`src/rtl/bsrp_pkg.sv`:
```
package bsrp_pkg;

	localparam int MAX_LEN = 256;

	localparam int LEN_W  = 9;
	localparam int WIDE_W = LEN_W + 4;

	localparam logic [LEN_W-1:0] LIMIT_RESET = LEN_W'(256);

	localparam logic [2:0] PH_EMPTY    = 3'd0;
	localparam logic [2:0] PH_LENGTH   = 3'd1;
	localparam logic [2:0] PH_AWAIT_LF = 3'd2;
	localparam logic [2:0] PH_PAYLOAD  = 3'd3;
	localparam logic [2:0] PH_COMPLETE = 3'd4;
	localparam logic [2:0] PH_FAILED   = 3'd5;

	localparam logic [7:0] CH_DOLLAR = 8'h24;
	localparam logic [7:0] CH_MINUS  = 8'h2d;
	localparam logic [7:0] CH_ZERO   = 8'h30;
	localparam logic [7:0] CH_ONE    = 8'h31;
	localparam logic [7:0] CH_NINE   = 8'h39;
	localparam logic [7:0] CH_CR     = 8'h0d;
	localparam logic [7:0] CH_LF     = 8'h0a;

	localparam logic [WIDE_W-1:0] RADIX = WIDE_W'(10);

	localparam logic KIND_BYTE    = 1'b0;
	localparam logic KIND_RESTART = 1'b1;

	typedef struct packed {
		logic [2:0]       phase;
		logic [LEN_W-1:0] pos;
		logic [LEN_W-1:0] dl;
		logic             digit_seen;
		logic             minus_seen;
		logic             null_flag;
	} parse_state_t;

	typedef struct packed {
		logic [2:0]       phase;
		logic             data_valid;
		logic [7:0]       data_byte;
		logic [7:0]       data_index;
		logic             last;
		logic [LEN_W-1:0] content_length;
		logic             null_reply;
	} result_t;

endpackage

```
`src/rtl/bsrp_step.sv`:
```
module bsrp_step import bsrp_pkg::*; (
	input  parse_state_t     cur,
	input  logic             kind,
	input  logic [7:0]       rx_byte,
	input  logic [LEN_W-1:0] deliver_limit,
	output parse_state_t     nxt,
	output result_t          res
);

	logic [WIDE_W-1:0] dl_wide;
	logic [LEN_W-1:0]  pos_inc;
	logic              is_digit;
	logic              pay_valid;
	logic              pay_last;

	assign dl_wide   = {{(WIDE_W-LEN_W){1'b0}}, cur.dl} * RADIX
	                 + {{(WIDE_W-4){1'b0}}, rx_byte[3:0]};
	assign is_digit  = (rx_byte >= CH_ZERO) && (rx_byte <= CH_NINE);
	assign pos_inc   = cur.pos + LEN_W'(1);
	assign pay_valid = cur.pos < deliver_limit;
	assign pay_last  = pos_inc >= cur.dl;

	always_comb begin
		nxt            = cur;
		res            = '0;
		if (kind == KIND_RESTART) begin
			nxt = '0;
			nxt.phase = PH_EMPTY;
		end else begin
			unique case (cur.phase)
				PH_EMPTY: begin
					nxt.phase = (rx_byte == CH_DOLLAR) ? PH_LENGTH : PH_FAILED;
				end
				PH_LENGTH: begin
					if (rx_byte == CH_CR) begin
						if (cur.minus_seen) begin
							if (cur.digit_seen) begin
								nxt.null_flag = 1'b1;
								nxt.phase     = PH_COMPLETE;
							end else begin
								nxt.phase = PH_FAILED;
							end
						end else if (!cur.digit_seen) begin
							nxt.phase = PH_FAILED;
						end else begin
							nxt.phase = PH_AWAIT_LF;
						end
					end else if (rx_byte == CH_MINUS && !cur.digit_seen && !cur.minus_seen) begin
						nxt.minus_seen = 1'b1;
					end else if (!is_digit) begin
						nxt.phase = PH_FAILED;
					end else if (cur.minus_seen) begin
						if (cur.digit_seen || rx_byte != CH_ONE) begin
							nxt.phase = PH_FAILED;
						end else begin
							nxt.digit_seen = 1'b1;
						end
					end else begin
						nxt.dl         = dl_wide[LEN_W-1:0];
						nxt.digit_seen = 1'b1;
						if (dl_wide > WIDE_W'(MAX_LEN)) begin
							nxt.phase = PH_FAILED;
						end
					end
				end
				PH_AWAIT_LF: begin
					nxt.pos = '0;
					if (rx_byte != CH_LF) begin
						nxt.phase = PH_FAILED;
					end else begin
						nxt.phase = (cur.dl == '0) ? PH_COMPLETE : PH_PAYLOAD;
					end
				end
				PH_PAYLOAD: begin
					res.data_byte  = rx_byte;
					res.data_index = cur.pos[7:0];
					res.data_valid = pay_valid;
					nxt.pos        = pos_inc;
					if (pay_last) begin
						res.last  = 1'b1;
						nxt.phase = PH_COMPLETE;
					end
				end
				default: begin
				end
			endcase
		end
		res.phase          = nxt.phase;
		res.content_length = nxt.dl;
		res.null_reply     = nxt.null_flag;
	end

endmodule

```
`src/rtl/bulk_string_reply_parser.sv`:
```
// Bulk string reply parser: '$', decimal length, CR, LF, then payload.
// Input channel (in_valid/in_ready) carries one request per byte: kind 0 is
// a received byte, kind 1 restarts the parser for a new reply.
// Output channel (out_valid/out_ready) returns exactly one result per
// request, in order: phase, payload byte with index and last flag,
// declared length and null-reply flag.
// deliver_limit is written with deliver_limit_we; the user must do so only
// while idle, which the block does not enforce. Payload bytes with index at
// or above it come out with data_valid low.
// Throughput: one request per cycle while in_ready is high, set by the
// combinational parse step between the state registers and the output register.
// A two-entry output (register plus skid) keeps in_ready high while one
// result waits; when the receiver stalls for longer, in_ready drops after
// the skid entry fills and rises again once the receiver drains it.
// Reset: parser returns to empty phase, deliver_limit to 256, both output
// entries empty.
module bulk_string_reply_parser import bsrp_pkg::*; (
	input  logic             clk,
	input  logic             arst_n,
	input  logic             deliver_limit_we,
	input  logic [LEN_W-1:0] deliver_limit_wdata,
	input  logic             in_valid,
	output logic             in_ready,
	input  logic             kind,
	input  logic [7:0]       rx_byte,
	output logic             out_valid,
	input  logic             out_ready,
	output logic [2:0]       phase,
	output logic             data_valid,
	output logic [7:0]       data_byte,
	output logic [7:0]       data_index,
	output logic             last,
	output logic [LEN_W-1:0] content_length,
	output logic             null_reply
);

	parse_state_t     st_q;
	parse_state_t     st_nxt;
	result_t          res;
	result_t          out_q;
	result_t          skid_q;
	logic             out_v_q;
	logic             skid_v_q;
	logic [LEN_W-1:0] limit_q;
	logic             accept;
	logic             drain;

	assign in_ready = !skid_v_q;
	assign accept   = in_valid && in_ready;
	assign drain    = !out_v_q || out_ready;

	bsrp_step u_step (
		.cur           (st_q),
		.kind          (kind),
		.rx_byte       (rx_byte),
		.deliver_limit (limit_q),
		.nxt           (st_nxt),
		.res           (res)
	);

	always_ff @(posedge clk or negedge arst_n) begin
		if (!arst_n) begin
			limit_q <= LIMIT_RESET;
		end else if (deliver_limit_we) begin
			limit_q <= deliver_limit_wdata;
		end
	end

	always_ff @(posedge clk or negedge arst_n) begin
		if (!arst_n) begin
			st_q <= '0;
		end else if (accept) begin
			st_q <= st_nxt;
		end
	end

	always_ff @(posedge clk or negedge arst_n) begin
		if (!arst_n) begin
			out_v_q  <= 1'b0;
			skid_v_q <= 1'b0;
		end else if (drain) begin
			if (skid_v_q) begin
				out_v_q  <= 1'b1;
				skid_v_q <= 1'b0;
			end else begin
				out_v_q <= accept;
			end
		end else if (accept) begin
			skid_v_q <= 1'b1;
		end
	end

	always_ff @(posedge clk) begin
		if (drain) begin
			if (skid_v_q) begin
				out_q <= skid_q;
			end else if (accept) begin
				out_q <= res;
			end
		end else if (accept) begin
			skid_q <= res;
		end
	end

	assign out_valid      = out_v_q;
	assign phase          = out_q.phase;
	assign data_valid     = out_q.data_valid;
	assign data_byte      = out_q.data_byte;
	assign data_index     = out_q.data_index;
	assign last           = out_q.last;
	assign content_length = out_q.content_length;
	assign null_reply     = out_q.null_reply;

	a_skid_needs_out: assert property (@(posedge clk) disable iff (!arst_n)
		skid_v_q |-> out_v_q)
		else $error("skid entry held while output register empty");

	a_terminal_holds: assert property (@(posedge clk) disable iff (!arst_n)
		(accept && kind == KIND_BYTE &&
		 (st_q.phase == PH_COMPLETE || st_q.phase == PH_FAILED)) |=> $stable(st_q))
		else $error("terminal phase changed without restart");

	a_pos_in_range: assert property (@(posedge clk) disable iff (!arst_n)
		(st_q.phase == PH_PAYLOAD) |-> (st_q.pos < st_q.dl))
		else $error("payload position reached declared length");

	a_stall_holds: assert property (@(posedge clk) disable iff (!arst_n)
		(out_v_q && !out_ready) |=> (out_v_q && $stable(out_q)))
		else $error("stalled result changed");

endmodule
```
`config.mk`:
```
export PLATFORM = sky130hd
export DESIGN_NAME = bulk_string_reply_parser
export DESIGN_NICKNAME = d
export VERILOG_FILES = /design/src/rtl/bsrp_pkg.sv /design/src/rtl/bsrp_step.sv /design/src/rtl/bulk_string_reply_parser.sv
export SDC_FILE = /design/constraint.sdc
export NUM_CORES = 1
export LEC_CHECK = 0
export ABC_AREA = 0
export BUFFER_PORTS_ARGS = -buffer_cell sky130_fd_sc_hd__clkbuf_2
export CAP_MARGIN = 10
export CORE_MARGIN = 2
export CORE_UTILIZATION = 55
export CTS_CLUSTER_DIAMETER = 150
export DETAILED_ROUTE_END_ITERATION = 10
export GPL_TIMING_DRIVEN = 0
export PLACE_DENSITY_LB_ADDON = 0.3
export SYNTH_ARGS = -nofsm -noshare
export SYNTH_HDL_FRONTEND = slang
export SYNTH_SLANG_ARGS = --single-unit
```
`constraint.sdc`:
```
create_clock -name clk -period 8.4 [get_ports clk]
set_input_delay 1.26 -clock clk [delete_from_list [all_inputs] [get_ports clk]]
set_output_delay 1.26 -clock clk [all_outputs]
set_load 0.01 [all_outputs]
```
==> impl_metrics.env <==
export IMPL_status="complete, no violations"
export IMPL_grt_overflow=0
export IMPL_yosysUniqueCellTypes=70
export IMPL_syn_inst=497
export IMPL_period_share=0.4266
export IMPL_port_buffers=53
export IMPL_place_gp_congestion=0.8729
export IMPL_whs_path_depth=2
export IMPL_first_pass_iters=5
export IMPL_grt_max_degree=36
export IMPL_finalCriticalPeriod_ns=3.583
export IMPL_wire_per_inst_microns=16.50
export IMPL_max_freq_mhz=279.1
export IMPL_combinationalPowerShare=0.130
export IMPL_grtUsageTotal=0.2272
export IMPL_clkSinkCount=97
export IMPL_layout_commonest_cell="edfxtp_1"
export IMPL_syn_num_nets=557
export IMPL_holdCritPathClass="flip-flop to flip-flop"
export IMPL_swShare=0.2557
export IMPL_worst_pin_slew_ns=0.9469
export IMPL_ir_drop_uv=79.16
export IMPL_power_mw=1.013
export IMPL_ys_flop_type="edfxtp_1"
export IMPL_ys_ff_latch=97
export IMPL_postCtsSetupBuffers=0
export IMPL_mappedNetlistArea_sq_um=5435
export IMPL_dr_first_iter_drc_count=245
export IMPL_r2r_end="skid_q[30]$_DFFE_PP_"
export IMPL_start_kind="flip-flop"
export IMPL_reg2reg_depth=11
export IMPL_antenna_found_initial=0
export IMPL_final_area_sq_um=6093
export IMPL_drc_errors=0
export IMPL_syn_area_per_cell_sq_um=10.94
export IMPL_multi_input_area_sq_um=2515
export IMPL_postCtsResizedCells=0
export IMPL_fin_setup_tns_ns=0
export IMPL_start_util=0.5612
export IMPL_crit_arrival_ns=3.67
export IMPL_io_pins=56
export IMPL_cts_tree="done"
export IMPL_fill_cells=774
export IMPL_worstReg2RegStart="st_q[4]$_DFFE_PN0P_"
export IMPL_cap_violations=0
export IMPL_cts_made_buffers=9
export IMPL_fin_ws_ns=4.817
export IMPL_grt_pass1_wl_mm=18.58
export IMPL_die_height_microns=103.4
export IMPL_rsz0062_at_grt="no"
export IMPL_route_vias_total=3990
export IMPL_cts_root_buf="clkbuf_8"
export IMPL_p_int_mw=0.7542
export IMPL_ys_seq_area_frac=0.5039
export IMPL_setup_viol=0
export IMPL_whs_endpoint="content_length[0]$_DFFE_PP_"
export IMPL_viasPerCell=5.708
export IMPL_hold_start="skid_q[1]$_DFFE_PP_"
export IMPL_dp_hpwl_mm=8.378
export IMPL_slew_viol_final=0
export IMPL_yosys_warnings=0
export IMPL_p_per_area_nw_per_um2=166.3
export IMPL_final_nets=621
export IMPL_async_flop_share=0.3608
export IMPL_leakagePower_nw=2.650
export IMPL_antenna_cells=0
export IMPL_seq_power_share=0.543
export IMPL_ff_latch_area_sq_um=2739
export IMPL_syn2layout_area_growth_pct=12.11
export IMPL_path_class="flip-flop to flip-flop"
export IMPL_hold_viol=0
export IMPL_htree_levels=3
export IMPL_clock_latency_ns=0.37
export IMPL_dpl_cell_area_sq_um=5874
export IMPL_worstPathRequired_ns=8.49
export IMPL_power_share_clock=0.327
export IMPL_dp_slack_ns=4.786
export IMPL_synth_edf_count=62
export IMPL_rrSetupSlack_ns=4.82
export IMPL_ctsLongestPathBuffers=2
export IMPL_maxSlewHeadroom=0.3672
export IMPL_path_clk_slew_ns=0.09
export IMPL_p_switching_mw=0.2591
export IMPL_dieArea_sq_um=10690
export IMPL_dieWidth_microns=103.4
export IMPL_grt_pass1_vias=3870
export IMPL_drive_gt1_frac=0.1908
export IMPL_fin_skew_ns=0.01147
export IMPL_critPathCaptureType="flip-flop"
export IMPL_antenna_left=0
export IMPL_mostFrequentLayoutCells="edfxtp_1, clkbuf_2, nand2_1"
export IMPL_postCtsHoldBufs=0
export IMPL_worstPathMaxFanout=7
export IMPL_std_cell_rows=36
export IMPL_core_area_sq_um=9684
export IMPL_routed_wl_mm=11.54
==> layout make-up <==
| cell class | instances | share of cell area |
|---|---|---|
| Sequential cell | 97 | 0.4495 |
| Multi-Input combinational cell | 351 | 0.4127 |
| Timing Repair Buffer | 53 | 0.04353 |
| Tap cell | 133 | 0.02731 |
| Clock buffer | 9 | 0.02033 |
| Inverter | 30 | 0.01848 |
| Clock inverter | 7 | 0.01540 |
| Buffer | 19 | 0.01273 |
==> worst max-delay path by stage <==
stage                             start  cells after the start  slack [ns]                    to
global placement               in_valid                      4        4.12   skid_q[8]$_DFFE_PP_
detailed placement           rx_byte[2]                     10        4.79  skid_q[30]$_DFFE_PP_
CTS                 st_q[4]$_DFFE_PN0P_                     11        4.86  skid_q[30]$_DFFE_PP_
floorplan                      in_valid                      3        5.12   skid_q[0]$_DFFE_PP_
finish              st_q[4]$_DFFE_PN0P_                     11        4.82  skid_q[30]$_DFFE_PP_
global route        st_q[4]$_DFFE_PN0P_                     11        4.70  skid_q[30]$_DFFE_PP_
==> sequential cells by signal, summed over array words and instances, names as in the netlist <==
register / cells
data_valid: 1
data_byte: 8
null_reply: 1
content_length: 9
data_index: 8
st_q: 24
last: 1
skid_q: 31
phase: 3
limit_q: 9
out_valid: 1
skid_v_q: 1
==> cell families after synthesis <==
logic type | after synthesis | synth area share
mux | 25 | 0.05041
buf+inv | 49 | 0.03499
xor+xnor | 24 | 0.04144
fa+ha+maj | 37 | 0.08794
flops | 97 | 0.5039
simple gates | 153 | 0.1448
compound gates | 112 | 0.1365
==> critical path, cell delays in order, from the launching register on <==
cell and delay [ns]:
dfrtp_1 0.50, ha_1 0.35, ha_1 0.24, fa_1 0.45, a211oi_1 0.36, nor2_1 0.11, xor2_1 0.31, nand2_1 0.12
nor3_1 0.18, nand3_1 0.11, a211oi_2 0.43, o22ai_1 0.15
==> synth_stat cells (all sizes together), types with 7 or more instances <==
library cell,n,area (sq um)
a21o,8,60.06
a21oi,15,82.58
and2,17,106.4
clkbuf,13,48.80
dfrtp,34,850.8
edfxtp,62,1862
ha,35,437.9
inv,30,112.6
mux2,19,214.0
nand2,52,195.2
nand3,12,60.06
nor2,27,103.9
nor3,7,46.30
o21ai,43,215.2
xnor2,15,138.9
xor2,9,86.34
==> power groups by stage <==
stage	Sequential, mW	Combinational [mW]	Clock [mW]
detailed placement	0.562	0.131	0
floorplan	0.566	0.0761	0
CTS	0.551	0.132	0.335
global placement	0.560	0.125	0
finish	0.551	0.131	0.331
global route	0.554	0.146	0.358
==> metrics by stage <==
stage / hold WS, ns / utilization / cells
after detailed placement: 0.5152 / 0.6066 / 683
after CTS: 0.5354 / 0.6291 / 699
final: 0.5413 / 0.6292 / 699
after global placement: 0.4985 / 0.6058 / 683
after global routing: 0.5543 / 0.6292 / 699
after floorplan: 0.4776 / - / 497
==> routing by layer <==
layer	vias up	share of wire	global-route usage
li1	1936	-	-
met1	1921	0.45	0.3056
met2	115	0.48	0.3682
met3	18	0.049	0.03763
met4	0	0.019	0.09211
met5	-	0	0
Note: power is estimated with default switching activity, not from simulation.
